--- config.mk ---
export PLATFORM = sky130hd
export DESIGN_NAME = abd_ram
export DESIGN_NICKNAME = d
export VERILOG_FILES = /design/src/abd_ram.sv
export SDC_FILE = /design/constraint.sdc
export NUM_CORES = 2
export LEC_CHECK = 0
export BUFFER_PORTS_ARGS = -buffer_cell sky130_fd_sc_hd__buf_2
export CORE_MARGIN = 2
export CORE_UTILIZATION = 40
export DETAILED_ROUTE_END_ITERATION = 8
export PLACE_DENSITY_LB_ADDON = 0.25
export SLEW_MARGIN = 20
export SYNTH_ARGS = -nofsm -noshare
export SYNTH_HDL_FRONTEND = slang
export SYNTH_MEMORY_MAX_BITS = 65536
export SYNTH_SLANG_ARGS = --single-unit
--- constraint.sdc ---
create_clock -name aclk -period 3.5 [get_ports aclk]
set_input_delay 0.35 -clock aclk [delete_from_list [all_inputs] [get_ports aclk]]
set_output_delay 0.35 -clock aclk [all_outputs]
set_load 0.03 [all_outputs]
--- src/abd_ram.sv ---
// ----------------------------------------------------------------------------
// generic ram
// one write port, one read port with registered read data
// ----------------------------------------------------------------------------
`default_nettype none
module abd_ram #(
    parameter int WIDTH = 21,
    parameter int DEPTH = 200
) (
    input  wire logic                     aclk,
    input  wire logic                     wr_en,
    input  wire logic [$clog2(DEPTH)-1:0] wr_addr,
    input  wire logic [WIDTH-1:0]         wr_data,
    input  wire logic                     rd_en,
    input  wire logic [$clog2(DEPTH)-1:0] rd_addr,
    output logic      [WIDTH-1:0]         rd_data
);
    logic [WIDTH-1:0] mem_reg [DEPTH];

    always_ff @(posedge aclk) begin
        if (wr_en) begin
            mem_reg[wr_addr] <= wr_data;
        end
        if (rd_en) begin
            rd_data <= mem_reg[rd_addr];
        end
    end
endmodule
`default_nettype wire

==> flow_metrics.env <==
export IMPL_run_status="complete, but fails checks"
export IMPL_failing_checks="negative hold slack"
export IMPL_routedWlPerCell_um=32.03
export IMPL_cts_sinks=4221
export IMPL_slowest_stage="sky130_fd_sc_hd__nor3_1"
export IMPL_grt_first_pass_wirelength_um=624500
export IMPL_reg2reg_to="rd_data[13]"
export IMPL_initial_core_util_pct=40.12
export IMPL_drt_antenna_violating_nets=0
export IMPL_cp_data_required_time_ns=4.19
export IMPL_timing_final_crit_period_ns=3.090
export IMPL_io_buffer_count=60
export IMPL_ys_flop_type="sky130_fd_sc_hd__edfxtp_1"
export IMPL_dpl_hpwl_um=266400
export IMPL_number_of_global_route_vias_before_repair=79720
export IMPL_fin_skew_ns=0.08488
export IMPL_drc=0
export IMPL_gpl_final_weighted_congestion=0.8361
export IMPL_synthToLayoutAreaGrowth_pct=15.66
export IMPL_worstReg2RegStart="mem_reg[58][13]"
export IMPL_htree_num_levels=5
export IMPL_tritoncts="yes"
export IMPL_max_stage_delay_on_crit_path_ns=0.90
export IMPL_postCtsSetupBuffers=0
export IMPL_power_ir_vdd_worst_mv=0.4287
export IMPL_multiInputGateArea_mm2=0.03365
export IMPL_r2r_setup_slack_ns=0.41
export IMPL_area_sequential_mm2=0.1268
export IMPL_via_count=80820
export IMPL_netlist_top_cell_by_area="sky130_fd_sc_hd__edfxtp_1"
export IMPL_period_share_pct=88.28
export IMPL_final_fill_count=33320
export IMPL_placement_rows=234
export IMPL_core_area_mm2=0.4055
export IMPL_finalWirelength_um=446500
export IMPL_postPlaceCellArea_mm2=0.1745
export IMPL_rsz_0062_raised_after_global_routing="no"
export IMPL_timing_setup_critical_path_class="reg -> reg"
export IMPL_cts_inserted_buffers=427
export IMPL_power_density_mw_per_mm2=560.8
export IMPL_synth_async_reset_ratio_pct=0
export IMPL_placed_cells_incl_taps=13130
export IMPL_ctsLongestPathBuffers=4
export IMPL_share_of_final_layout_standard_cells_stronger_than_drive_strength_1_pct=29.13
export IMPL_crit_chain="mux4_2 -> mux2_2 -> a221oi_1 -> buf_4 -> o31ai_1 -> nor3_1 -> a311oi_1"
export IMPL_antenna_violations_before_repair=24
export IMPL_critical_path_startpoint_type="flop"
export IMPL_synth_nets=7435
export IMPL_die_x_um=641.7
export IMPL_max_slew_margin_rel_pct=16.01
export IMPL_setup_total_negative_slack_ns=0
export IMPL_die_y_um=641.7
export IMPL_maximum_number_of_pins_on_one_net_before_global_route_repair=132
export IMPL_grt_overflow_total=0
export IMPL_detailedRoute_firstIterationViolations=10380
export IMPL_hold_ws_ns=-0.01975
export IMPL_synth_commonest_cells="sky130_fd_sc_hd__edfxtp_1, sky130_fd_sc_hd__mux4_2, sky130_fd_sc_hd__mux2i_1"
export IMPL_grt_usage_pct=21.22
export IMPL_reg2reg_depth=7
export IMPL_clk_pin_slew_ns=0.06
export IMPL_largest_register_ff_count=4200
export IMPL_cells_after_synthesis=7395
export IMPL_syn_cell_area_mm2=0.1627
export IMPL_critical_path_top_delay_family="simple AND/OR/NAND/NOR gates"
export IMPL_share_of_the_synthesized_area_in_the_top_cell_type_pct=77.92
export IMPL_top_achievable_clock_speed_mhz=323.6
export IMPL_critical_path_peak_fanout=1
export IMPL_instances_no_fill=13940
export IMPL_ys_warnings_count=0
export IMPL_clk_latency_ns=0.99
export IMPL_finalMaxSlewViolations=0
export IMPL_router_iterations_before_antenna_repair=6
export IMPL_worst_hold_path_endpoint="mem_reg[162][6]"
export IMPL_netlist_cell_type_count=48
export IMPL_synth_ff_latch_count=4221
export IMPL_end_kind="flop"
export IMPL_critical_path_arrival_ns=3.78
export IMPL_clockRootBuffer="sky130_fd_sc_hd__clkbuf_16"
export IMPL_final_setup_viol_count=0
export IMPL_synthesis_area_per_instance_um2=22.00
export IMPL_synthMostInstantiatedCell="sky130_fd_sc_hd__edfxtp_1"
export IMPL_synth_enable_flop_cells=4221
export IMPL_maxCapViolCount=0
export IMPL_yosysSeqAreaShare_pct=77.92
export IMPL_hold_path_startpoint="wr_data[6]"
export IMPL_report_final_hold_viol_count=6
export IMPL_worst_path_buf_inv=1
export IMPL_finish_net_count=8191
export IMPL_io_pin_count=61
export IMPL_design_die_area_mm2=0.4118
export IMPL_design_area_mm2=0.1881
export IMPL_worst_min_delay_path_class="in -> reg"
export IMPL_power_static_leakage_nw=59.65
export IMPL_min_path_cells=1
export IMPL_worst_slew_pin_transition_ns=1.260
export IMPL_post_synth_main_area_contributors="sky130_fd_sc_hd__edfxtp_1, sky130_fd_sc_hd__mux4_2, sky130_fd_sc_hd__mux2i_1"
export IMPL_vias_per_cell=5.799
## cells in the final DEF, fill, tap and decap left out, types with 30 or more instances in the layout
master,count
sky130_fd_sc_hd__mux4_2,857
sky130_fd_sc_hd__bufinv_16,30
sky130_fd_sc_hd__buf_4,567
sky130_fd_sc_hd__edfxtp_1,4221
sky130_fd_sc_hd__clkbuf_1,101
sky130_fd_sc_hd__clkinv_2,59
sky130_fd_sc_hd__a311oi_1,39
sky130_fd_sc_hd__buf_2,33
sky130_fd_sc_hd__a21oi_1,125
sky130_fd_sc_hd__clkinv_1,116
sky130_fd_sc_hd__o21ai_0,40
sky130_fd_sc_hd__mux2i_1,500
sky130_fd_sc_hd__buf_12,128
sky130_fd_sc_hd__clkbuf_16,430
sky130_fd_sc_hd__a221oi_1,41
sky130_fd_sc_hd__o22ai_1,103
sky130_fd_sc_hd__nor2_2,201
sky130_fd_sc_hd__mux2_2,82
sky130_fd_sc_hd__nand2_1,205
sky130_fd_sc_hd__o221ai_1,285
sky130_fd_sc_hd__nor3_1,66
## worst max-delay path by stage
stage	start	endpoint	cells past startpoint
floorplan	rd_addr[1]	rd_data[10]	9
global placement	rd_addr[0]	rd_data[13]	10
detailed placement	rd_addr[0]	rd_data[13]	10
CTS	mem_reg[58][13]	rd_data[13]	7
global route	mem_reg[50][13]	rd_data[13]	7
finish	mem_reg[58][13]	rd_data[13]	7
## metrics by stage
stage	util, %	setup WS [ns]	total power [mW]	hold slack (ns)
after floorplan	-	0.9155	59.66	0.4489
after global placement	43.04	-0.3870	62.48	0.7875
after detailed placement	43.04	-0.3711	62.58	0.7979
after CTS	46.38	0.4217	106.2	0.00005879
after global routing	46.40	0.4399	108.3	0.01352
final	46.40	0.4102	105.5	-0.01975
## area by class of cell
type / instances / share of cell area, %
Antenna cell: 9 / 0.01197
Clock buffer: 531 / 5.921
Clock inverter: 248 / 1.212
Inverter: 4 / 0.01463
Multi-Input combinational cell: 2729 / 17.89
Sequential cell: 4221 / 67.37
Tap cell: 5428 / 3.610
Timing Repair Buffer: 768 / 3.975
## what timing repair did
action / CTS / global route
endpoints found under the hold margin: 486 / 34
gates resized for setup: 0 / 0
hold buffers: 14 / 1
## cells by family (layout without fill, tap and decap cells)
kind of cell	Yosys count	count (layout)	share of synthesized area (%)
DFF	4221	4221	77.92
muxes	1446	1446	15.62
and+or+nand+nor	570	570	1.493
buffers and inverters	445	1551	1.746
AOI/OAI and AO/OA	713	713	3.221
other	0	9	0
## report_power, final
| part | switching, mW | internal (mW) | leakage (nW) | total [mW] |
|---|---|---|---|---|
| sequential | 0.0703 | 55.8 | 37.9 | 55.8 |
| combinational | 3.60 | 2.06 | 15.2 | 5.66 |
| clock | 19.2 | 24.8 | 6.50 | 44.0 |
| total | 22.9 | 82.6 | 59.7 | 106 |
## routing by layer
metal	vias up	share of wire, %	global-route usage [%]
met2	3380	48	34.13
met1	43770	42	30.45
met4	10	3.1	6.125
met5	-	0.014	0
li1	33060	-	-
met3	603	7.3	2.759
Note: power is estimated with default switching activity, not from simulation.
