File: config.mk
export PLATFORM = sky130hd
export DESIGN_NAME = abd_div
export DESIGN_NICKNAME = d
export VERILOG_FILES = /design/src/abd_div.sv
export SDC_FILE = /design/constraint.sdc
export NUM_CORES = 1
export LEC_CHECK = 0
export ABC_CLOCK_PERIOD_IN_PS = 17150
export BUFFER_PORTS_ARGS = -buffer_cell sky130_fd_sc_hd__buf_4
export CAP_MARGIN = 40
export CORE_MARGIN = 5
export CORE_UTILIZATION = 35
export DETAILED_ROUTE_END_ITERATION = 8
export PLACE_DENSITY = 0.59
export SETUP_SLACK_MARGIN = 0.2
export SYNTH_ARGS = -nofsm -noshare
export SYNTH_HDL_FRONTEND = slang
export SYNTH_SLANG_ARGS = --single-unit
File: constraint.sdc
create_clock -name aclk -period 17.15 [get_ports aclk]
set_clock_uncertainty 0.15 [all_clocks]
set_input_delay 0.8575 -clock aclk [delete_from_list [all_inputs] [get_ports aclk]]
set_output_delay 0.8575 -clock aclk [all_outputs]
set_load 0.005 [all_outputs]
File: src/abd_div.sv
// ----------------------------------------------------------------------------
// divider by a constant
// reciprocal multiplication split into a low-half and a high-half product, done pulses at the end
// ----------------------------------------------------------------------------
`default_nettype none
module abd_div #(
    parameter int WIDTH   = 33,
    parameter int DIVISOR = 200
) (
    input  wire logic             aclk,
    input  wire logic             aresetn,
    input  wire logic             start,
    input  wire logic [WIDTH-1:0] dividend,
    output logic                  done,
    output logic      [WIDTH-1:0] quotient
);
    localparam int ShW     = $clog2(DIVISOR);
    localparam int Sh      = WIDTH + ShW;
    localparam int RecW    = WIDTH + 1;
    localparam int LoW     = RecW / 2;
    localparam int HiW     = RecW - LoW;
    localparam int LoProdW = WIDTH + LoW;
    localparam int SumW    = WIDTH + HiW + 1;
    // reciprocal rounded up, exact for every dividend below 2**WIDTH
    localparam logic [RecW-1:0] Recip =
        RecW'(((64'd1 << Sh) + 64'(DIVISOR) - 64'd1) / 64'(DIVISOR));
    localparam logic [LoW-1:0]  RecLo = Recip[LoW-1:0];
    localparam logic [HiW-1:0]  RecHi = Recip[RecW-1:LoW];

    logic [WIDTH-1:0]   x_reg, x_next;
    logic [LoProdW-1:0] lo_reg, lo_next;
    logic [WIDTH-1:0]   q_reg, q_next;
    logic               ph1_reg, ph1_next;
    logic               ph2_reg, ph2_next;
    logic               done_reg, done_next;
    logic [SumW-1:0]    sum;

    // low half of the reciprocal first, high half with the final shift next
    always_comb begin
        sum       = SumW'(x_reg * RecHi) + SumW'(lo_reg[LoProdW-1:LoW]);
        x_next    = start ? dividend : x_reg;
        lo_next   = ph1_reg ? LoProdW'(x_reg * RecLo) : lo_reg;
        q_next    = ph2_reg ? WIDTH'(sum >> (Sh - LoW)) : q_reg;
        ph1_next  = start;
        ph2_next  = ph1_reg;
        done_next = ph2_reg;
    end

    always_ff @(posedge aclk) begin
        x_reg  <= x_next;
        lo_reg <= lo_next;
        q_reg  <= q_next;
        if (!aresetn) begin
            ph1_reg  <= 1'b0;
            ph2_reg  <= 1'b0;
            done_reg <= 1'b0;
        end else begin
            ph1_reg  <= ph1_next;
            ph2_reg  <= ph2_next;
            done_reg <= done_next;
        end
    end

    assign done     = done_reg;
    assign quotient = q_reg;
endmodule
`default_nettype wire

==> results of run 1 <==
-- final timing paths --
check / from / end
min: ph1_reg$_SDFF_PN0_ / done_next$_SDFF_PN0_
min reg2reg: ph1_reg$_SDFF_PN0_ / done_next$_SDFF_PN0_
max reg2reg: x_reg[11]$_DFFE_PP_ / quotient[17]$_DFFE_PP_
max: x_reg[11]$_DFFE_PP_ / quotient[17]$_DFFE_PP_
-- routing by layer --
| layer | GRT usage | vias up | part of all wire |
|---|---|---|---|
| met5 | 0 | - | 0 |
| met4 | 0.04161 | 0 | 0.026 |
| met3 | 0.02313 | 61 | 0.031 |
| met2 | 0.3078 | 235 | 0.51 |
| met1 | 0.2191 | 6744 | 0.43 |
| li1 | - | 6277 | - |
-- worst register-to-register path: cells and delay by family, from the launching register on --
family                     cells  cell delay [ns]
AOI/OAI and AO/OA             10             2.82
xor gates and xnor gates       2             0.23
adders and majority gates      8             3.59
buffers and inverters          4             0.26
DFF                            1             0.74
and+or+nand+nor                7             1.13
-- cell type report --
class,instances,share of cell area
Clock buffer,9,0.01055
Sequential cell,92,0.1281
Multi-Input combinational cell,1259,0.6881
Clock inverter,7,0.003342
Timing Repair Buffer,65,0.02322
Tap cell,756,0.04433
Inverter,582,0.1024
-- cells in the final DEF, fill, tap and decap left out, drive strengths merged, types with 8 or more instances in the layout --
cell / netlist / final
a31oi: 12 / 12
and2: 11 / 11
fa: 353 / 353
a21o: 30 / 30
buf: 8 / 65
inv: 582 / 585
nand4: 21 / 21
o21a: 13 / 13
and3: 8 / 8
edfxtp: 89 / 89
a211oi: 10 / 10
o21bai: 12 / 12
o21ai: 42 / 42
nor3: 21 / 21
xor2: 18 / 18
ha: 304 / 304
clkbuf: 12 / 9
nand3: 22 / 22
nand2: 61 / 61
a21oi: 85 / 85
nor2: 64 / 64
xnor2: 67 / 67
o211ai: 12 / 12
-- through the flow --
stage	std cells	utilization
after floorplan	1954	-
after global placement	2753	0.3751
after detailed placement	2754	0.3753
after CTS	2770	0.3806
after global routing	2770	0.3806
final	2770	0.3806
-- cell families after synthesis --
logic type               after synthesis  synth area share
AO/OA/AOI/OAI                        266           0.08953
XOR/XNOR                              85           0.03778
adder cells (fa/ha/maj)              657            0.5516
buffers and inverters                603            0.1172
flip-flops                            92            0.1387
multiplexers                           1         0.0005080
other                                  1         0.0001903
AND/OR/NAND/NOR                      244           0.06451
==> flow_summary.toml, run 1 <==
[synthesis]
synthTopCellsByArea = "fa_1, ha_1, edfxtp_1, inv_1, xnor2_1"
synth-seq-cells = 92
synthDominantCellAreaShare = 0.3586
syn_inst = 1949
synth_ff_type = "edfxtp_1"
synth_common_cells = "inv_1, fa_1, ha_1, edfxtp_1, a21oi_1"
synth.avg_cell_area_um2 = 10.11
yosysMostFrequentCell = "inv_1"
yosys_warnings = 0
seq_area_frac_synth = 0.1387
synth.distinct_cells = 71
syn_area_mm2 = 0.01971
synth_edf_count = 89
yosysTopAreaCell = "fa_1"
async_reset_ff_frac = 0

[global_routing]
grt_pass1_wl_um = 81230
antenna_found_initial = 2
grt_max_degree = 35
overflow = 0
grt_use_total = 0.1714
grt_pass1_vias = 14931

[clocking]
cts_max_level = 3
cts_hold_buffers = 0
clkSinkCount = 92
clk_path_buf_depth = 2
clkLatencyLatePin_ns = 0.38
numCtsBuffers = 9
clkTransAtPathRegs_ns = 0.08
postCtsSetupRepairBufs = 0
cts_tree = "done"
ctsResizeCount = 0
ctsRootBufferMaster = "clkbuf_16"

[run]
maxCapViolations = 0

[final_layout]
seqCellArea_mm2 = 0.002733
nNetsFinal = 2702
diodes = 0
finalInstanceArea_mm2 = 0.02134
fillers = 5602
drive_gt1_frac = 0.04965
largest_reg_flops = 33
multi_input_area_mm2 = 0.01468
area_growth_syn_to_layout_pct = 8.280

[sta]
final_max_slew_viol_count = 0
setup_viol = 0
rsz0062_at_grt = "no"
fin_ws_ns = 7.996
hold_violations = 0
hold_slack_ns = 0.3282
relSlewSlack = 0.5045
fmax_mhz = 109.2
worst_pin_slew_ns = 0.7365
fin_crit_sh = 0.5337
finalSetupTns_ns = 0
min_period_ns = 9.154

[critical_path]
start_kind = "flop"
crit_arrival_ns = 9.12
r2r_slack_ns = 8.00
crit_buf_inv = 4
worstPathMaxFanout = 9
r2r.worst_path.cells = 31
slowest_delay_ns = 0.74
critical_path_class = "flop to flop"
slowest_stage = "edfxtp_1"
critical_path_required_ns = 17.12
cpMostUsedCell = "fa_1"
cp-end-kind = "flop"
crit_family = "adder cells"
path_depth = 31

[floorplanning]
die_y_um = 247.3
die_w_um = 247.3
ios = 70
core_area_mm2 = 0.05606
start_util = 0.3515
die_area_mm2 = 0.06115
rows = 87

[routing]
dr_total_vias = 13317
ant_nets = 0
first_pass_iters = 5
wl_per_cell_um = 17.98
wirelength_um = 49790
drc_errors = 0
drtIter0Drc = 561
vias_per_cell = 4.808

[placement]
placedInstanceArea_mm2 = 0.02104
hpwl_um = 44290
post-place-ws_ns = 8.070
gp_congestion = 0.9205
portBuffers = 63

[hold_path]
min_path_type = "flop to flop"
hold_depth = 1

[run_status]
outcome = "complete, no violations"
Power of run 1 is not shown: default switching activity piles up to over one toggle a cycle in this logic, so the estimate is an artifact.
==> inputs of run 2 (changes only) <==
ABC_AREA = 1   (was not set)
ABC_CLOCK_PERIOD_IN_PS = 7900   (was 17150)
PLACE_DENSITY = 0.61   (was 0.59)
clock period = 7.9 ns   (was 17.15 ns; I/O delays follow)
==> run 2 against run 1 <==
Net effect:
- via count increased by 35%
- utilization up 1.2 points
- hold slack got worse by 0.30 ns
- global-route usage increased by 2.3 points
- synthesized cell count grew 44%
- count of clock-buffer cells in the layout unchanged
- die area grew 14%
- final area grew 18%
- routed wire length rose by 36%
- flip-flop and latch count stayed put
- critical path depth increased by 2
- largest cell class unchanged
- highest routed layer unchanged
==> flow_summary.toml, run 2 <==
[floorplanning]
die_y_um = 264.2
die_w_um = 264.2
core_area_mm2 = 0.06423
start_util = 0.3522
rows = 93
die_area_mm2 = 0.06981
ios = 70

[global_routing]
grt_max_degree = 35
overflow = 0
grt_pass1_wl_um = 105000
grt_pass1_vias = 18689
grt_use_total = 0.1943
antenna_found_initial = 0

[routing]
drtIter0Drc = 1057
drc_errors = 0
wl_per_cell_um = 17.65
vias_per_cell = 4.687
ant_nets = 0
wirelength_um = 67490
dr_total_vias = 17917
first_pass_iters = 5

[sta]
setup_viol = 0
finalSetupTns_ns = 0
fin_crit_sh = 0.9271
worst_pin_slew_ns = 0.6053
relSlewSlack = 0.5965
hold_violations = 0
final_max_slew_viol_count = 0
min_period_ns = 7.324
rsz0062_at_grt = "no"
fmax_mhz = 136.5

[clocking]
cts_max_level = 3
clkSinkCount = 92
clk_path_buf_depth = 2
clkLatencyLatePin_ns = 0.40
clkTransAtPathRegs_ns = 0.09
ctsRootBufferMaster = "clkbuf_16"
numCtsBuffers = 9
cts_tree = "done"

[final_layout]
largest_reg_flops = 33
fillers = 6673
drive_gt1_frac = 0.08693
seqCellArea_mm2 = 0.002733
stdcell_count = 3823
layout_common_cells = "inv_1, nand2_1, fa_1"
area_growth_syn_to_layout_pct = 11.51
nNetsFinal = 3656
final_common_cell = "inv_1"
diodes = 0
multi_input_area_mm2 = 0.01681

[critical_path]
crit_arrival_ns = 7.34
r2r.worst_path.cells = 33
critical_path_class = "flop to flop"
start_kind = "flop"
critical_path_required_ns = 7.92
crit_start = "x_reg[19]$_DFFE_PP_"
r2r_slack_ns = 0.58
slowest_delay_ns = 0.59
r2r-start = "x_reg[19]$_DFFE_PP_"
cp-end-kind = "flop"
slowest_stage = "fa_1"
worstPathMaxFanout = 6
reg2reg_to = "quotient[22]$_DFFE_PP_"

[synthesis]
synth_ff_type = "edfxtp_1"
synth-seq-cells = 92
yosysMostFrequentCell = "inv_1"
syn_inst = 2801
synth.avg_cell_area_um2 = 8.076
yosys_warnings = 0
seq_area_frac_synth = 0.1208
synth_common_cells = "inv_1, nand2_1, fa_1, ha_1, nor2_1"
async_reset_ff_frac = 0
synthDominantCellAreaShare = 0.3124
synth.distinct_cells = 47
synth_edf_count = 89
yosysTopAreaCell = "fa_1"
syn_area_mm2 = 0.02262
synthTopCellsByArea = "fa_1, ha_1, inv_1, edfxtp_1, nand2_1"

[run_status]
outcome = "complete, no violations"

[hold_path]
min-delay-start = "dividend[21]"
min_path_type = "input port to flop"
hold_depth = 1
hold_path_end = "x_reg[21]$_DFFE_PP_"

[placement]
hpwl_um = 59890
place_inst = 3738
portBuffers = 63
gp_congestion = 0.9858

[run]
maxCapViolations = 0
==> run 2: changes by cell type after synthesis, sizes merged, moves of 34 or more <==
cell | previous run | this run
a21oi | 85 | 119
inv | 582 | 834
nand2 | 61 | 567
nand3 | 22 | 95
nor2 | 64 | 201
xnor2 | 67 | 19
xor2 | 18 | 53
==> run 2: kinds of logic after synthesis <==
logic type               Yosys count  synth area share
AO/OA/AOI/OAI                    226           0.05575
XOR/XNOR                          72           0.02871
adder cells (fa/ha/maj)          657            0.4806
buffers and inverters            841            0.1405
flip-flops                        92            0.1208
other                              1         0.0001658
AND/OR/NAND/NOR                  912            0.1735
==> run 2: critical path, delay by kind of cell (launching register included) <==
| family | cells | cell delay, ns |
|---|---|---|
| fa+ha+maj | 8 | 3.64 |
| xor+xnor | 1 | 0.18 |
| simple gates | 15 | 1.94 |
| buf+inv | 7 | 0.52 |
| compound gates | 2 | 0.16 |
| flops | 1 | 0.52 |
==> run 2: how the worst max path moves through the flow <==
stage	end	slack, ns	cells after the start
global placement	quotient[22]$_DFFE_PP_	0.1	35
global route	quotient[24]$_DFFE_PP_	0.19	35
floorplan	quotient[22]$_DFFE_PP_	1.24	33
finish	quotient[22]$_DFFE_PP_	0.58	33
CTS	quotient[22]$_DFFE_PP_	0.20	34
detailed placement	quotient[20]$_DFFE_PP_	0.10	31
==> run 2: layout make-up <==
type / count / share of cell area
Inverter: 835 / 0.1243
Tap cell: 855 / 0.04241
Clock inverter: 7 / 0.002976
Multi-Input combinational cell: 1873 / 0.6666
Timing Repair Buffer: 152 / 0.04653
Sequential cell: 92 / 0.1083
Clock buffer: 9 / 0.008929
==> run 2: metal layers <==
layer	part of all wire	global-route usage	vias to the layer above	routed length, µm
li1	-	-	8759	-
met2	0.48	0.3329	421	32230
met5	0	0	-	0
met3	0.040	0.02068	89	2706
met1	0.46	0.2627	8648	30810
met4	0.026	0.05343	0	1746
==> run 2: repair_timing <==
action                                 4_1_cts  5_1_grt
buffers inserted                             8       51
setup endpoints to repair                    7       21
hold buffers                                10        0
endpoints found under the hold margin       10        0
pin swaps                                    0        2
resized for setup                            0       26
==> run 2: metrics by stage <==
| stage | worst slack, ns | hold slack (ns) | instance area (µm²) | util |
|---|---|---|---|---|
| 5_1_grt | 0.1936 | 0.01689 | 25220 | 0.3927 |
| 6_report | 0.5759 | 0.02788 | 25220 | 0.3927 |
| 2_1_floorplan | 1.242 | 0.3385 | 22640 | - |
| 3_5_place_dp | 0.1043 | 0.4255 | 24290 | 0.3782 |
| 3_3_place_gp | 0.09662 | 0.4247 | 24280 | 0.3780 |
| 4_1_cts | 0.2043 | 0.006361 | 24760 | 0.3854 |
Power of run 2 is left out for the same reason.
